$ cat config.mk
export PLATFORM = sky130hd
export DESIGN_NAME = lcpr_divider
export DESIGN_NICKNAME = d
export VERILOG_FILES = /design/src/sv/lcpr_divider.sv
export SDC_FILE = /design/constraint.sdc
export NUM_CORES = 1
export LEC_CHECK = 0
export CELL_PAD_IN_SITES_DETAIL_PLACEMENT = 2
export CELL_PAD_IN_SITES_GLOBAL_PLACEMENT = 2
export CORE_ASPECT_RATIO = 1.2
export CORE_UTILIZATION = 40
export CTS_CLUSTER_SIZE = 20
export DETAILED_ROUTE_END_ITERATION = 16
export DONT_BUFFER_PORTS = 1
export PLACE_DENSITY = 0.79
export SETUP_SLACK_MARGIN = 0.15
export SLEW_MARGIN = 20
export SYNTH_ARGS = -nofsm -noshare
export SYNTH_HDL_FRONTEND = slang
export SYNTH_SLANG_ARGS = --single-unit
$ cat constraint.sdc
create_clock -name clk -period 4.24 [get_ports clk]
set_clock_uncertainty 0.15 [all_clocks]
set_input_delay 0.212 -clock clk [delete_from_list [all_inputs] [get_ports clk]]
set_output_delay 0.212 -clock clk [all_outputs]
set_load 0.01 [all_outputs]
$ cat src/sv/lcpr_divider.sv
// pipelined restoring divider, one quotient bit per stage, shared divisor
module lcpr_divider #(
    parameter int LANES = 1,
    parameter int NW    = 24,
    parameter int DW    = 16,
    parameter int QW    = 8,
    parameter int SW    = 1
) (
    input  logic                       clk,
    input  logic                       rst_n,
    input  logic                       en,
    input  logic                       in_valid,
    input  logic [LANES-1:0][NW-1:0]   dividend,
    input  logic [DW-1:0]              divisor,
    input  logic [SW-1:0]              in_side,
    output logic                       out_valid,
    output logic [LANES-1:0][QW-1:0]   quotient,
    output logic [SW-1:0]              out_side
);
    // the dividend must satisfy dividend < divisor * 2**QW

    logic [QW-1:0]    v_reg;
    logic [DW-1:0]    rem_reg  [QW][LANES];
    logic [QW-1:0]    low_reg  [QW][LANES];
    logic [DW-1:0]    dvs_reg  [QW];
    logic [SW-1:0]    side_reg [QW];

    logic [DW-1:0]    rem_in   [QW][LANES];
    logic [QW-1:0]    low_in   [QW][LANES];
    logic [DW-1:0]    dvs_in   [QW];
    logic [DW:0]      trial    [QW][LANES];
    logic [DW:0]      sub      [QW][LANES];
    logic [DW-1:0]    rem_next [QW][LANES];
    logic [QW-1:0]    low_next [QW][LANES];
    logic [NW+DW-1:0] wide     [LANES];

    // one compare and subtract per stage
    always_comb
    begin
        for (int l = 0; l < LANES; l++)
        begin
            wide[l] = {{DW{1'b0}}, dividend[l]} >> QW;
        end
        for (int k = 0; k < QW; k++)
        begin
            if (k == 0)
            begin
                dvs_in[k] = divisor;
            end
            else
            begin
                dvs_in[k] = dvs_reg[k-1];
            end
            for (int l = 0; l < LANES; l++)
            begin
                if (k == 0)
                begin
                    rem_in[k][l] = wide[l][DW-1:0];
                    low_in[k][l] = dividend[l][QW-1:0];
                end
                else
                begin
                    rem_in[k][l] = rem_reg[k-1][l];
                    low_in[k][l] = low_reg[k-1][l];
                end
                trial[k][l] = {rem_in[k][l], low_in[k][l][QW-1]};
                sub[k][l]   = trial[k][l] - {1'b0, dvs_in[k]};
                if (trial[k][l] >= {1'b0, dvs_in[k]})
                begin
                    rem_next[k][l] = sub[k][l][DW-1:0];
                    low_next[k][l] = {low_in[k][l][QW-2:0], 1'b1};
                end
                else
                begin
                    rem_next[k][l] = trial[k][l][DW-1:0];
                    low_next[k][l] = {low_in[k][l][QW-2:0], 1'b0};
                end
            end
        end
    end

    // stage payload
    always_ff @(posedge clk)
    begin
        if (en)
        begin
            for (int k = 0; k < QW; k++)
            begin
                dvs_reg[k] <= dvs_in[k];
                if (k == 0)
                begin
                    side_reg[k] <= in_side;
                end
                else
                begin
                    side_reg[k] <= side_reg[k-1];
                end
                for (int l = 0; l < LANES; l++)
                begin
                    rem_reg[k][l] <= rem_next[k][l];
                    low_reg[k][l] <= low_next[k][l];
                end
            end
        end
    end

    // valid bits
    always_ff @(posedge clk or negedge rst_n)
    begin
        if (!rst_n)
        begin
            v_reg <= '0;
        end
        else if (en)
        begin
            v_reg <= {v_reg[QW-2:0], in_valid};
        end
    end

    always_comb
    begin
        for (int l = 0; l < LANES; l++)
        begin
            quotient[l] = low_reg[QW-1][l];
        end
    end

    assign out_valid = v_reg[QW-1];
    assign out_side  = side_reg[QW-1];

endmodule

======== Yosys cells after proc, flatten, opt, wreduce, memory -nomap -nowiden ========
Memory sizes are Yosys's and may differ from the RTL's.
Index checks and enable logic that the tools add are counted.
W data, S select, Z words.
cells by class
  bitwise logic cells ..................... 0
  shift operators ......................... 0
  divide/modulo/power cells ............... 0
  $lt $le $gt $ge ......................... 8
  multiply operators ...................... 0
  equality and inequality tests ........... 0
  muxes and demuxes ....................... 18
  reductions and logical operators ........ 0
  $add $sub $neg .......................... 8
operators by type and width
  cell              count
  $ge A17 B16 Y1    8
  $mux W16          8
  $sub A16 B16 Y16  8
  $mux W1           10
word-level totals
  memory bits (read-only) ................. 0
  memory bits (writable) .................. 328
  latch bits .............................. 0
  memories ................................ 4
  logic and storage cells ................. 39
  flip-flop bits (word level) ............. 8
memory list
  memory    words  width  read ports  clocked after Yosys merged registers in  write ports  line  source
  dvs_reg   8      16     7           0                                        8            25    logic [DW-1:0] dvs_reg [QW];
  rem_reg   8      16     7           0                                        8            23    logic [DW-1:0] rem_reg [QW][LANES];
  low_reg   8      8      8           0                                        8            24    logic [QW-1:0] low_reg [QW][LANES];
  side_reg  8      1      8           0                                        8            26    logic [SW-1:0] side_reg [QW];

======== Logic depth before layout (Yosys ltp) ========
An unclocked memory read counts as a cell.
  depth after elaboration ................. 3
  gate-level depth with buffers ........... 11

======== Worst setup path after synthesis ========
No wires, ideal clock.
  path type ............................... register -> register
  from .................................... memory dvs_reg[4][1]
  to ...................................... memory rem_reg[5][10] (netlist name) (data pin)
  stages on the path, launching flop included .. 11
  setup slack ............................. 1.268 ns
  arrival ................................. 2.562 ns
  library setup time ...................... 0.260 ns
  buffers on the path ..................... 1
  path through ............................ edfxtp_1 -> inv_1 -> ha_1 -> nor2b_1 -> o21a_1 -> o21a_1 -> o31a_1 -> o221a_4 -> o31ai_4 -> buf_8 -> mux2_4
RTL lines
  what         line
  from (decl)  25
  to (decl)    23

==> metrics.md <==
| Metric | Value |
|---|---|
| HP Class | in -> reg |
| Period utilization | 79.36% |
| Fin crit period | 3365 ps |
| Max_cap viols | 0 |
| Filler cell count | 4210 |
| GPL Wtd Cong | 0.8982 |
| Crit-path max FO | 17 |
| CP arrival | 3500 ps |
| Antenna violations before repair | 0 |
| PwrDens | 655.7 nW/um^2 |
| 1st-pass router iterations | 4 |
| Global-route wire length before repair | 66140 um |
| Synth top area share | 52.19% |
| Layout area overhead | 12.73% |
| Bufs on Longest Clock Path | 3 |
| CP Launch Point | dvs_reg[2][4] |
| Critical path class | reg -> reg |
| Post-CTS Hold Buffers | 52 |
| CP required | 4370 ps |
| Seq cells post-synth | 304 |
| Remaining DRCs | 0 |
| Placed cell count | 1947 |
| FF/Latch Area | 9089 sq um |
| Fin cells | 2060 |
| Via density | 5.422 |
| Clk sinks | 304 |
| Grt ovf | 0 |
| Clock root buffer | clkbuf_16 |
| Relative slew slack | 29.28% |
| Violated checks | hold timing |
| Largest net degree at the start of global routing | 305 |
| RSZ-0062 raised after global routing | no |
| Worst-Skew Late Latency | 540 ps |
| Total routed wirelength | 40850 um |
| Primary FF master, synth | edfxtp_1 |
| Port-buffer cells | 0 |
| Post-layout nets | 1670 |
| Post-synthesis instance total | 1419 |
| Core area | 41860 sq um |
| Clock slew at reported path FFs | 60 ps |
| Reg2reg end | rem_reg[3][3] |
| Status | finished, violations left |
| Crit path capture | rem_reg[3][3] |
| # resized after CTS | 0 |
| Actual slew at the worst max-slew pin | 1061 ps |
| Fin Hold WS | -354.3 ps |
| Cell row count | 82 |
| Post-CTS Setup Bufs | 0 |
| Chip height | 228.1 um |
| Top cells by area, synth | edfxtp_1, ha_1, mux2_2 |
| Slew Viols, Final | 0 |
| Total number of vias | 11170 |
| Synth async-reset ratio | 2.632% |
| Max H-tree Level | 2 |
| Crit end category | flop |
| Setup TNS Final | 0 ps |
| Core Util, Final | 45.87% |
| Synthesized Nets | 1599 |
| Die Wd | 190.4 um |
| Cell taking the most area after synthesis | edfxtp_1 |
| Yosys Warn Count | 0 |
| Post-synth EDFFs | 296 |
| P_leak | 7.750 nW |
| Drt wl/cell | 19.83 um |
| Sequential fraction of the synthesis area | 53.36% |
| CTS tree | built |
| Antenna diodes | 0 |
| Power Total | 12.59 mW |
| Fmax | 297.2 MHz |
| Final hold vios | 249 |
| Worst reg2reg path depth | 9 |
| GR Util All Layers | 19.24% |
| Initial DRC count | 274 |
| Share of cells above drive strength 1 | 10.90% |
| Number of global-route vias before repair | 12820 |
| Post-Synthesis Cell Area | 17030 sq um |
| Dpl hpwl | 30360 um |
| Reg-to-reg critical path startpoint | dvs_reg[2][4] |
| Die area | 43420 sq um |
| Worst reg2reg setup slack | 880 ps |
| Setup violators final | 0 |
| Ports | 55 |
| Syn Area/Cell | 12.00 sq um |
| Multi-input gate area | 7208 sq um |
| Critical Path Start Type | flop |
| Synth cell types | 77 |
| Initial Util | 40.69% |
| VDD IR max | 0.3094 mV |
| Post-route ant nets | 0 |
| CTS Buf Count | 35 |
-- stage by stage --
stage | hold slack, ps | instance area (sq um) | setup WS, ps
3_5_place_dp | -233.5 | 17640 | 821.1
4_1_cts | -373.7 | 19200 | 804.9
6_report | -354.3 | 19200 | 875.0
2_1_floorplan | -233.6 | 17030 | 1268
3_3_place_gp | -233.5 | 17640 | 934.9
5_1_grt | -381.1 | 19200 | 634.2
-- cell type report --
cell class	count	area share, %
multi-input cells	927	37.54
repair buffers	59	2.984
inverters	163	3.187
clock inverters	14	0.4366
well taps	546	3.558
flip-flops and latches	304	47.33
clock buffers	47	4.959
-- worst max-delay path, stage by stage (launching register included) --
cell,delay (ps)
edfxtp_1,410
inv_1,110
ha_1,350
o21ai_0,170
nand2b_1,150
o41ai_4,120
o211ai_2,250
o31ai_1,130
a21oi_2,840
mux2_2,430
-- cell usage in the layout, fill, tap and decap left out, types with 36 or more instances in the layout --
| cell | instances |
|---|---|
| a21o_1 | 37 |
| a21oi_1 | 94 |
| clkbuf_16 | 36 |
| dlygate4sd3_1 | 52 |
| edfxtp_1 | 296 |
| ha_1 | 128 |
| inv_1 | 163 |
| mux2_2 | 82 |
| nand2_1 | 51 |
| nor2_1 | 90 |
| o21ai_0 | 51 |
| xnor2_1 | 42 |
-- power breakdown --
group,internal [mW],switching [mW],leakage (nW)
combinational,2.40,2.81,4.27
clock,1.58,1.19,0.502
sequential,4.25,0.358,2.98
-- routing by layer --
| metal | vias to the layer above | wire length, um | GRT usage, % |
|---|---|---|---|
| li1 | 5391 | - | - |
| met1 | 5578 | 14660 | 18.36 |
| met2 | 127 | 23800 | 39.63 |
| met3 | 74 | 881 | 2.462 |
| met4 | 0 | 1519 | 8.125 |
| met5 | - | 0 | 0 |
-- worst min-delay path by stage --
| stage | start | to | slack (ps) | depth (start not counted) |
|---|---|---|---|---|
| 6_report | en | low_reg[1][25] | -350 | 0 |
| 5_1_grt | en | rem_reg[6][1] | -380 | 0 |
| 4_1_cts | en | low_reg[1][25] | -370 | 0 |
| 3_5_place_dp | rst_n | v_reg[7] | -230 | 0 |
| 3_3_place_gp | rst_n | v_reg[7] | -230 | 0 |
| 2_1_floorplan | rst_n | v_reg[0] | -230 | 0 |
-- synth_stat cells, types with 18 or more instances --
cell type	instances
edfxtp_1	296
inv_1	163
ha_1	128
a21oi_1	94
nor2_1	90
mux2_2	82
nand2_1	51
o21ai_0	51
xnor2_1	42
a21o_1	37
o21a_1	29
nand3_1	26
mux2i_1	23
nor3_1	23
nor2b_1	21
xor2_1	21
nand4_1	18
-- kinds of logic (layout without fill, tap and decap cells) --
logic type | count (synthesis) | after routing | synth area share (%)
buf+inv | 188 | 283 | 4.319
mux | 110 | 110 | 7.214
simple gates | 296 | 296 | 8.720
compound gates | 323 | 323 | 12.92
xor+xnor | 63 | 63 | 3.240
fa+ha+maj | 135 | 135 | 10.23
flops | 304 | 304 | 53.36
No activity file was read; power rests on OpenSTA's default activity.
