[src/sv/lcpr_pkg.sv]
// shared types and constants of the layered colormap pixel renderer
package lcpr_pkg;

    // one rgba pixel, red in the lowest bits
    typedef struct packed {
        logic [7:0] alpha;
        logic [7:0] blue;
        logic [7:0] green;
        logic [7:0] red;
    } pixel_t;

    // configuration register indexes
    localparam logic [2:0] CFG_VALUE_MIN     = 3'd0;
    localparam logic [2:0] CFG_VALUE_MAX     = 3'd1;
    localparam logic [2:0] CFG_COLORMAP_SIZE = 3'd2;
    localparam logic [2:0] CFG_OPACITY_BASE  = 3'd3;
    localparam logic [2:0] CFG_OPACITY_SAFE  = 3'd4;
    localparam logic [2:0] CFG_OPACITY_AVOID = 3'd5;
    localparam logic [2:0] CFG_NOFLY_MODE    = 3'd6;

    // how the base layer of a pixel is drawn
    localparam logic [2:0] KIND_CLEAR  = 3'd0;
    localparam logic [2:0] KIND_STRIPE = 3'd1;
    localparam logic [2:0] KIND_BLACK  = 3'd2;
    localparam logic [2:0] KIND_FIRST  = 3'd3;
    localparam logic [2:0] KIND_LAST   = 3'd4;
    localparam logic [2:0] KIND_INTERP = 3'd5;

    // fixed point and field widths
    localparam int FRAC_BITS = 16;
    localparam int SIZE_W    = 9;

    localparam logic [7:0] ALPHA_MAX = 8'd255;

    // no-fly stripes
    localparam int         STRIPE_PERIOD = 32;
    localparam logic [8:0] STRIPE_WIDTH  = 9'd4;
    localparam logic [7:0] STRIPE_RED    = 8'd255;
    localparam logic [7:0] STRIPE_GB     = 8'd40;

    // overlays are drawn where the sample is above one half
    localparam logic signed [31:0] OVERLAY_THRESH = 32'sd32768;
    localparam logic [23:0]        SAFE_RGB       = 24'h00C800;
    localparam logic [23:0]        AVOID_RGB      = 24'hF0F000;

endpackage

[src/sv/lcpr_divider.sv]
// pipelined restoring divider, one quotient bit per stage, shared divisor
module lcpr_divider #(
    parameter int LANES = 1,
    parameter int NW    = 24,
    parameter int DW    = 16,
    parameter int QW    = 8,
    parameter int SW    = 1
) (
    input  logic                       clk,
    input  logic                       rst_n,
    input  logic                       en,
    input  logic                       in_valid,
    input  logic [LANES-1:0][NW-1:0]   dividend,
    input  logic [DW-1:0]              divisor,
    input  logic [SW-1:0]              in_side,
    output logic                       out_valid,
    output logic [LANES-1:0][QW-1:0]   quotient,
    output logic [SW-1:0]              out_side
);
    // the dividend must satisfy dividend < divisor * 2**QW

    logic [QW-1:0]    v_reg;
    logic [DW-1:0]    rem_reg  [QW][LANES];
    logic [QW-1:0]    low_reg  [QW][LANES];
    logic [DW-1:0]    dvs_reg  [QW];
    logic [SW-1:0]    side_reg [QW];

    logic [DW-1:0]    rem_in   [QW][LANES];
    logic [QW-1:0]    low_in   [QW][LANES];
    logic [DW-1:0]    dvs_in   [QW];
    logic [DW:0]      trial    [QW][LANES];
    logic [DW:0]      sub      [QW][LANES];
    logic [DW-1:0]    rem_next [QW][LANES];
    logic [QW-1:0]    low_next [QW][LANES];
    logic [NW+DW-1:0] wide     [LANES];

    // one compare and subtract per stage
    always_comb
    begin
        for (int l = 0; l < LANES; l++)
        begin
            wide[l] = {{DW{1'b0}}, dividend[l]} >> QW;
        end
        for (int k = 0; k < QW; k++)
        begin
            if (k == 0)
            begin
                dvs_in[k] = divisor;
            end
            else
            begin
                dvs_in[k] = dvs_reg[k-1];
            end
            for (int l = 0; l < LANES; l++)
            begin
                if (k == 0)
                begin
                    rem_in[k][l] = wide[l][DW-1:0];
                    low_in[k][l] = dividend[l][QW-1:0];
                end
                else
                begin
                    rem_in[k][l] = rem_reg[k-1][l];
                    low_in[k][l] = low_reg[k-1][l];
                end
                trial[k][l] = {rem_in[k][l], low_in[k][l][QW-1]};
                sub[k][l]   = trial[k][l] - {1'b0, dvs_in[k]};
                if (trial[k][l] >= {1'b0, dvs_in[k]})
                begin
                    rem_next[k][l] = sub[k][l][DW-1:0];
                    low_next[k][l] = {low_in[k][l][QW-2:0], 1'b1};
                end
                else
                begin
                    rem_next[k][l] = trial[k][l][DW-1:0];
                    low_next[k][l] = {low_in[k][l][QW-2:0], 1'b0};
                end
            end
        end
    end

    // stage payload
    always_ff @(posedge clk)
    begin
        if (en)
        begin
            for (int k = 0; k < QW; k++)
            begin
                dvs_reg[k] <= dvs_in[k];
                if (k == 0)
                begin
                    side_reg[k] <= in_side;
                end
                else
                begin
                    side_reg[k] <= side_reg[k-1];
                end
                for (int l = 0; l < LANES; l++)
                begin
                    rem_reg[k][l] <= rem_next[k][l];
                    low_reg[k][l] <= low_next[k][l];
                end
            end
        end
    end

    // valid bits
    always_ff @(posedge clk or negedge rst_n)
    begin
        if (!rst_n)
        begin
            v_reg <= '0;
        end
        else if (en)
        begin
            v_reg <= {v_reg[QW-2:0], in_valid};
        end
    end

    always_comb
    begin
        for (int l = 0; l < LANES; l++)
        begin
            quotient[l] = low_reg[QW-1][l];
        end
    end

    assign out_valid = v_reg[QW-1];
    assign out_side  = side_reg[QW-1];

endmodule

[src/sv/lcpr_over.sv]
// over compositing of one constant colored overlay onto a pixel
module lcpr_over (
    input  logic            clk,
    input  logic            rst_n,
    input  logic            en,
    input  logic            in_valid,
    input  lcpr_pkg::pixel_t in_px,
    input  logic            in_on,
    input  logic            in_flag,
    input  logic [23:0]     front_rgb,
    input  logic [7:0]      opacity,
    output logic            out_valid,
    output lcpr_pkg::pixel_t out_px,
    output logic            out_flag
);
    import lcpr_pkg::*;

    typedef struct packed {
        pixel_t px;
        logic   on;
        logic   flag;
    } ovl_ctl_t;

    typedef struct packed {
        pixel_t     px;
        logic       on;
        logic       flag;
        logic [7:0] alpha;
    } ovl_side_t;

    logic           v1_reg, v2_reg, v3_reg, v4_reg, vout_reg;
    ovl_ctl_t       ctl1_reg, ctl2_reg, ctl3_reg, ctl4_reg;
    logic [15:0]    y1_reg, y2_reg;
    logic [8:0]     q0_reg;
    logic [15:0]    d_reg, o3_reg, o_reg;
    logic [2:0][23:0] num_reg;
    pixel_t         px_out_reg;
    logic           flag_out_reg;

    logic [15:0]    y_next;
    logic [16:0]    yp;
    logic [16:0]    q0_sum;
    logic [8:0]     q0_next;
    logic [16:0]    q255;
    logic signed [17:0] rdiff;
    logic [8:0]     q_fix;
    logic [15:0]    d_next, o_next;
    logic [2:0][23:0] num_next;
    logic [15:0]    dvs_next;
    logic [7:0]     cf [3];
    logic [7:0]     cb [3];
    logic [23:0]    fpart [3];
    logic [23:0]    bpart [3];
    ovl_side_t      side_in, side_out;
    logic           vq;
    logic [2:0][7:0] q;
    pixel_t         px_next;

    // back alpha times front transparency
    assign y_next = 16'({8'd0, in_px.alpha} * {8'd0, 8'(ALPHA_MAX - opacity)});

    // estimate of y / 255
    always_comb
    begin
        yp      = {1'b0, y1_reg} + 17'd1;
        q0_sum  = yp + (yp >> 8);
        q0_next = q0_sum[16:8];
    end

    // exact y / 255, then back alpha share d and total alpha o
    always_comb
    begin
        q255  = {q0_reg, 8'd0} - {8'd0, q0_reg};
        rdiff = $signed({2'b00, y2_reg}) - $signed({1'b0, q255});
        if (rdiff < 0)
        begin
            q_fix = q0_reg - 9'd1;
        end
        else if (rdiff >= 18'sd255)
        begin
            q_fix = q0_reg + 9'd1;
        end
        else
        begin
            q_fix = q0_reg;
        end
        d_next = 16'(y2_reg + {7'd0, q_fix});
        o_next = 16'({opacity, 8'd0} + d_next);
    end

    // channel numerators
    always_comb
    begin
        cf[0] = front_rgb[23:16];
        cf[1] = front_rgb[15:8];
        cf[2] = front_rgb[7:0];
        cb[0] = ctl3_reg.px.red;
        cb[1] = ctl3_reg.px.green;
        cb[2] = ctl3_reg.px.blue;
        for (int c = 0; c < 3; c++)
        begin
            fpart[c] = {16'({8'd0, cf[c]} * {8'd0, opacity}), 8'd0};
            bpart[c] = 24'({16'd0, cb[c]} * {8'd0, d_reg});
            if (ctl3_reg.on)
            begin
                num_next[c] = fpart[c] + bpart[c];
            end
            else
            begin
                num_next[c] = '0;
            end
        end
        dvs_next = ctl3_reg.on ? o3_reg : 16'd1;
    end

    // stage payload
    always_ff @(posedge clk)
    begin
        if (en)
        begin
            ctl1_reg <= '{px: in_px, on: in_on, flag: in_flag};
            y1_reg   <= y_next;
            ctl2_reg <= ctl1_reg;
            y2_reg   <= y1_reg;
            q0_reg   <= q0_next;
            ctl3_reg <= ctl2_reg;
            d_reg    <= d_next;
            o3_reg   <= o_next;
            ctl4_reg <= ctl3_reg;
            num_reg  <= num_next;
            o_reg    <= dvs_next;
        end
    end

    assign side_in = '{px: ctl4_reg.px, on: ctl4_reg.on, flag: ctl4_reg.flag,
                       alpha: o_reg[15:8]};

    lcpr_divider #(
        .LANES (3),
        .NW    (24),
        .DW    (16),
        .QW    (8),
        .SW    ($bits(ovl_side_t))
    ) u_div (
        .clk       (clk),
        .rst_n     (rst_n),
        .en        (en),
        .in_valid  (v4_reg),
        .dividend  (num_reg),
        .divisor   (o_reg),
        .in_side   (side_in),
        .out_valid (vq),
        .quotient  (q),
        .out_side  (side_out)
    );

    // pick the composited pixel or pass the old one
    always_comb
    begin
        if (side_out.on)
        begin
            px_next.red   = q[0];
            px_next.green = q[1];
            px_next.blue  = q[2];
            px_next.alpha = side_out.alpha;
        end
        else
        begin
            px_next = side_out.px;
        end
    end

    always_ff @(posedge clk)
    begin
        if (en)
        begin
            px_out_reg   <= px_next;
            flag_out_reg <= side_out.flag;
        end
    end

    // valid bits
    always_ff @(posedge clk or negedge rst_n)
    begin
        if (!rst_n)
        begin
            v1_reg   <= 1'b0;
            v2_reg   <= 1'b0;
            v3_reg   <= 1'b0;
            v4_reg   <= 1'b0;
            vout_reg <= 1'b0;
        end
        else if (en)
        begin
            v1_reg   <= in_valid;
            v2_reg   <= v1_reg;
            v3_reg   <= v2_reg;
            v4_reg   <= v3_reg;
            vout_reg <= vq;
        end
    end

    assign out_valid = vout_reg;
    assign out_px    = px_out_reg;
    assign out_flag  = flag_out_reg;

endmodule

[config.mk]
export PLATFORM = sky130hd
export DESIGN_NAME = lcpr_over
export DESIGN_NICKNAME = d
export VERILOG_FILES = /design/src/sv/lcpr_pkg.sv /design/src/sv/lcpr_divider.sv /design/src/sv/lcpr_over.sv
export SDC_FILE = /design/constraint.sdc
export NUM_CORES = 2
export LEC_CHECK = 0
export ABC_AREA = 1
export BUFFER_PORTS_ARGS = -buffer_cell sky130_fd_sc_hd__buf_4
export CAP_MARGIN = 20
export CORE_UTILIZATION = 30
export CTS_CLUSTER_DIAMETER = 120
export DETAILED_ROUTE_END_ITERATION = 6
export PLACE_DENSITY_LB_ADDON = 0.2
export SETUP_SLACK_MARGIN = 0.1
export SLEW_MARGIN = 15
export SYNTH_ARGS = -nofsm -noshare
export SYNTH_HDL_FRONTEND = slang
export SYNTH_SLANG_ARGS = --single-unit
[constraint.sdc]
create_clock -name clk -period 7.8 [get_ports clk]
set_input_delay 0 -clock clk [delete_from_list [all_inputs] [get_ports clk]]
set_output_delay 0 -clock clk [all_outputs]
set_load 0.01 [all_outputs]
### Yosys cells after proc, flatten, opt, wreduce, memory -nomap -nowiden

Memories as Yosys holds them, arrays and structs flattened.
Index checks and enable logic that the tools add are counted.

* $add $sub $neg: 36
* order comparisons: 26
* multiply operators: 7
* muxes and demuxes: 53

Operators with widths (count)
* 17-bit by 16-bit greater-or-equal comparator with 1-bit output: 24
* 16-bit two-way mux: 24
* 16-bit subtractor: 24
* 24-bit adder: 3
* 8-bit by 16-bit multiplier with 24-bit output: 3
* 8-bit by 8-bit multiplier with 16-bit output: 4
* 32-bit two-way mux: 1
* 1-bit two-way mux: 26
* 18-bit by 9-bit greater-or-equal comparator with 1-bit output, second input constant: 1
* 18-bit by 1-bit less-than comparator with 1-bit output, second input constant: 1
* 9-bit two-way mux: 2
* 16-bit by 17-bit subtractor with 18-bit output: 1
* 16-bit by 1-bit adder with 17-bit output, second input constant: 1
* 17-bit by 9-bit adder with 17-bit output: 1
* 17-bit by 9-bit subtractor with 17-bit output: 1
* 16-bit adder: 1
* 16-bit by 9-bit adder with 16-bit output: 1
* 9-bit by 1-bit adder with 9-bit output, second input constant: 1
* 9-bit by 1-bit subtractor with 9-bit output, second input constant: 1
* 8-bit subtractor, first input constant: 1

* RAM bits: 1040
* bits of input ports: 70
* memories kept: 4
* word-level logic and storage cells: 170
* register bits: 343

Memories
* u_div.rem_reg: depth 8, bits a word 48, read ports 7, clocked after Yosys merged registers in 0, wr ports 8, RTL line lcpr_divider.sv:23 `logic [DW-1:0] rem_reg [QW][LANES];`
* u_div.side_reg: depth 8, bits a word 42, read ports 8, clocked after Yosys merged registers in 0, wr ports 8, RTL line lcpr_divider.sv:26 `logic [SW-1:0] side_reg [QW];`
* u_div.low_reg: depth 8, bits a word 24, read ports 8, clocked after Yosys merged registers in 0, wr ports 8, RTL line lcpr_divider.sv:24 `logic [QW-1:0] low_reg [QW][LANES];`
* u_div.dvs_reg: depth 8, bits a word 16, read ports 7, clocked after Yosys merged registers in 0, wr ports 8, RTL line lcpr_divider.sv:25 `logic [DW-1:0] dvs_reg [QW];`

### Longest topological paths before layout

* depth in word-level cells: 7
* depth in mapped cells: 44
* mapped depth without buffers: 44

### By module

A second synthesis with hierarchy kept.

* cells, all modules: 10854
* area total of the unflattened synthesis: 94276.7 µm²

Modules (own cells, without submodules)
* lcpr_divider: area each 58710.1 µm², cells each 6837, instances 1
* lcpr_over: area each 35566.6 µm², cells each 4017, instances 1

### Worst setup path before layout

No wires, ideal clock.

* path type: input-to-reg
* start point: input opacity[7]
* end point: register num_reg[47] (netlist name) (data pin)
* buffers on the path: 2
* cell stages on the path: 27
* arrival time: 6.557 ns
* path slack: 0.990 ns
* setup time: 0.253 ns
* required time: 7.547 ns
* cell sequence: clkbuf_1 > buf_1 > nand2_1 > fa_1 > fa_1 > inv_1 > fa_1 > fa_1 > ha_1 > a21oi_1 > o21ai_0 > xor2_1 > ha_1 > fa_1 > inv_1 > fa_1 > inv_1 > fa_1 > ha_1 > a21oi_1 > nor2_1 > a211oi_1 > nor2_1 > nor2_1 > o311ai_0 > nor2_1 > nor2_1

* longest elaborated chain between the ends: 2

RTL lines
* start: declaration: RTL line lcpr_over.sv:11 `input logic [7:0] opacity,`
* 8-bit by 8-bit multiplier with 16-bit output: RTL line lcpr_over.sv:102 `fpart[c] = {16'({8'd0, cf[c]} * {8'd0, opacity}), 8'd0};`
* 24-bit adder: RTL line lcpr_over.sv:106 `num_next[c] = fpart[c] + bpart[c];`
* end signal: assignment: RTL line lcpr_over.sv:130 `num_reg <= num_next;`
* end: declaration: RTL line lcpr_over.sv:36 `logic [2:0][23:0] num_reg;`

No other way between the ends.
A chain may end at the register's enable or synchronous reset.

### Worst setup path after layout

* start point: register q0_reg[0]
* end point: register o3_reg[15] (data pin)

* longest elaborated chain between the ends: 7
* elaborated cells between the ends (all ways): 10
* those cells by class: 6 x add/sub; 2 x order compare; 2 x mux

RTL lines
* start: declaration: RTL line lcpr_over.sv:34 `logic [8:0] q0_reg;`
* start signal: assignment: RTL line lcpr_over.sv:125 `q0_reg <= q0_next;`
* 17-bit by 9-bit subtractor with 17-bit output: RTL line lcpr_over.sv:73 `q255 = {q0_reg, 8'd0} - {8'd0, q0_reg};`
* 16-bit by 17-bit subtractor with 18-bit output: RTL line lcpr_over.sv:74 `rdiff = $signed({2'b00, y2_reg}) - $signed({1'b0, q255});`
* 18-bit by 9-bit greater-or-equal comparator with 1-bit output: RTL line lcpr_over.sv:79 `else if (rdiff >= 18'sd255)`
* 9-bit two-way mux: RTL line lcpr_over.sv:79
* 9-bit two-way mux *: RTL line lcpr_over.sv:75 `if (rdiff < 0)`
* 16-bit by 9-bit adder with 16-bit output *: RTL line lcpr_over.sv:87 `d_next = 16'(y2_reg + {7'd0, q_fix});`
* via d_next[10]: RTL line lcpr_over.sv:47 `logic [15:0] d_next, o_next;`
* 16-bit adder *: RTL line lcpr_over.sv:88 `o_next = 16'({opacity, 8'd0} + d_next);`
* via o_next[15]: RTL line lcpr_over.sv:47
* end signal: assignment: RTL line lcpr_over.sv:128 `o3_reg <= o_next;`
* end: declaration: RTL line lcpr_over.sv:35 `logic [15:0] d_reg, o3_reg, o_reg;`

The timed path passes the listed nets; every way through them passes the cells marked *.

==> results_dict.tcl <==
set metrics [dict create \
    clock_latency_ns 0.84 \
    ys_seq_area_share_pct 45.2 \
    syn_to_final_growth_pct 12.7 \
    yosys.area_share.simple_pct 12.4 \
    start_kind "register" \
    pin_count 104 \
    detail_route.vias_per_cell 4.53 \
    cts_buffer_depth 4 \
    ys_types 63 \
    fill_cells 27729 \
    r2r_slack_ns 0.86 \
    wire_per_inst_um 18.2 \
    cts_tree "yes" \
    vias 55519 \
    nets 9709 \
    tightest_slew_ns 1.12 \
    hold_path_end "o3_reg[14]" \
    hold_slack_ns 0.117 \
    die-area_sq_um 279000 \
    grt_pass1_wl_um 339000 \
    rr_startpoint "q0_reg[0]" \
    drtAntennaViolNets 0 \
    root_buffer "clkbuf_16" \
    hold_violations 0 \
    synth_xor_area_share_pct 3.99 \
    coreArea_sq_um 275000 \
    grt_antenna_before_repair 7 \
    cpPeakStageDelay_ns 0.44 \
    path_class "reg -> reg" \
    drv_cap 0 \
    crit_arrival_ns 7.50 \
    row_count 192 \
    clk_pin_slew_worst_paths_ns 0.06 \
    drive_gt1_share_pct 5.94 \
    grt_max_degree 179 \
    r2r-end "o3_reg[15]" \
    synth_enable_flop_cells 1242 \
    skew_ns 0.0745 \
    min_period_over_period_pct 89.0 \
    cts-buffers-inserted 159 \
    synth-compound-area-share_pct 8.19 \
    fin_tns_setup_ns 0 \
    initial_core_util_pct 30.3 \
    die_width_um 529 \
    async_flop_share_pct 1.04 \
    seq_area_sq_um 37600 \
    synthTopCellsByArea "edfxtp_1 45%, fa_1 11%, ha_1 11%" \
    synth_cells 8259 \
    synth_top_area_share_pct 44.8 \
    synthAdderAreaFrac_pct 21.9 \
    max_freq_ghz 0.144 \
    drc 0 \
    max-slew-margin-rel_pct 25.0 \
    syn_area_per_cell_sq_um 10.1 \
    cpMaxStageDelayCell "ha_1" \
    die_h_um 529 \
    crit_fanout 6 \
    end_kind "register" \
    synth_top_family_by_area "adder cells" \
    critPathTopFamily "simple AND/OR/NAND/NOR gates" \
    fin_crit_ns 6.94 \
    cts_num_sinks 1255 \
    drt_pre_antenna_iters 6 \
    hold_class "in -> reg" \
    critPathRequiredTime_ns 8.36 \
    synth_mux_area_share_pct 0.447 \
    dp_hpwl_um 177000 \
    crit_buf_inv 4 \
    cts_setup_buffers 0 \
    grt_overflow 0 \
    largest_register_ffs 336 \
    synth_top_area_cell "edfxtp_1" \
    grt_pass1_vias 56672 \
    routed_wl_um 223000 \
    r2r.worst_path.cells 42 \
    grt_usage_pct 15.8 \
    io_buffers 103 \
    slew_viol_final 0 \
    gp_congestion 0.883 \
    ys_seq_elements 1255 \
    worstHoldStart "opacity[4]" \
    rsz0062_at_grt "false" \
    htreeDepth 4 \
    path_common_cell "nand2_1" \
    drt_iter0_markers 3113 \
    syn-cell-area_sq_um 83200 \
    multi_input_area_sq_um 39000 \
    ys.flop_type "edfxtp_1" \
    syn-num-nets 9506 \
    yosysWarnings 0 \
    setup_violations 0 \
    status "finished, final reports clean" \
    holdPathStages 6 \
]
[placed cells by master (no fill, tap or decap), types with 13 or more instances in the layout]
cell type | netlist | final
o2111ai_1 | 20 | 20
a211oi_1 | 18 | 18
fa_1 | 465 | 465
clkinv_2 | 0 | 20
a21oi_1 | 558 | 557
dlygate4sd3_1 | 0 | 76
mux2_2 | 33 | 33
buf_4 | 2 | 181
o21ai_0 | 359 | 357
dfrtp_1 | 13 | 13
clkbuf_16 | 0 | 162
nor4_1 | 26 | 26
a31oi_1 | 29 | 29
inv_1 | 1453 | 1453
xor2_1 | 223 | 223
nand3_1 | 198 | 198
ha_1 | 712 | 712
nor3_1 | 69 | 69
clkinvlp_4 | 0 | 14
o21a_1 | 22 | 22
nand4_1 | 58 | 58
a21o_1 | 45 | 45
clkinv_1 | 2 | 21
a21boi_0 | 22 | 22
edfxtp_1 | 1242 | 1242
clkbuf_1 | 136 | 30
xnor2_1 | 156 | 156
nor2_1 | 354 | 354
o21ai_1 | 54 | 55
nand2_1 | 1764 | 1764
[stage by stage]
step | utilization [%] | instance area [sq um] | cells | worst slack (ns)
2_1_floorplan | - | 83200 | 8259 | 0.990
3_3_place_gp | 32.1 | 88200 | 11910 | 0.523
3_5_place_dp | 32.1 | 88200 | 11910 | 0.466
4_1_cts | 34.1 | 93700 | 12254 | 0.435
5_1_grt | 34.2 | 93800 | 12256 | 0.123
6_report | 34.2 | 93800 | 12259 | 0.860
[repair_timing]
action	4_1_cts	5_1_grt
resized for setup	0	4
hold endpoints to repair	171	0
setup endpoints to repair	0	2
hold buffers	76	0
[metal layers]
layer	track usage, %	wire length (um)
met3	1.86	7490
met2	27.9	109000
met5	0	0
met4	5.92	8540
met1	19.8	97400
[area by class of cell]
class	instances	share of cell area, %
Tap cell	3686	4.92
Timing Repair Buffer	263	2.39
Inverter	1455	5.82
Clock buffer	192	4.44
Sequential cell	1255	40.1
Antenna cell	4	0.0107
Multi-Input combinational cell	5328	41.6
Clock inverter	76	0.694
[worst reg2reg max path: cells and delay by family, from the launching register on]
family / cells / cell delay [ns]
buffers and inverters: 4 / 0.47
adder cells (fa/ha/maj): 5 / 1.67
AO/OA/AOI/OAI: 8 / 1.13
AND/OR/NAND/NOR: 20 / 2.15
XOR/XNOR: 5 / 0.83
flip-flops: 1 / 0.41
[cell families after synthesis]
group,after synthesis
xor+xnor,379
compound gates,1215
simple gates,2524
mux,33
flops,1255
fa+ha+maj,1177
buf+inv,1676
[worst max-delay path by stage]
stage                     slack, ns          end        from  depth (start not counted)
after floorplan                0.99  num_reg[47]  opacity[7]                         27
after global placement         0.52  num_reg[47]  opacity[4]                         30
after detailed placement       0.47   o3_reg[15]   q0_reg[8]                         41
after CTS                      0.43   o3_reg[15]   q0_reg[8]                         41
after global routing           0.12   o3_reg[15]   q0_reg[8]                         42
final                          0.86   o3_reg[15]   q0_reg[0]                         42
[synthesized netlist by cell type (4+ instances only)]
cell type / instances
or2_2: 4
a311oi_1: 7
a21oi_1: 558
nand4_1: 58
o211ai_2: 6
edfxtp_1: 1242
clkbuf_1: 136
nor4_1: 26
o21ai_2: 10
mux2_2: 33
nor2_1: 354
xnor2_1: 156
a311oi_2: 4
a21o_1: 45
xor2_1: 223
inv_1: 1453
nand2_4: 6
ha_1: 712
a221oi_1: 4
o211ai_1: 7
nand2_1: 1764
o31ai_1: 9
nand3_1: 198
fa_1: 465
o221ai_1: 4
a21oi_2: 6
o21ai_1: 54
nand2_2: 11
nand3_2: 9
dfrtp_1: 13
o41ai_1: 10
nor3_1: 69
o21ai_0: 359
clkbuf_2: 18
a31oi_1: 29
o21bai_1: 9
a21boi_0: 22
o21a_1: 22
buf_2: 25
buf_6: 25
a211oi_1: 18
o2111ai_1: 20
nand3b_1: 10
buf_1: 13
Power is left out: the tool's default activity adds up to more than one toggle a clock period on the data nets, which glitch-free logic cannot reach.
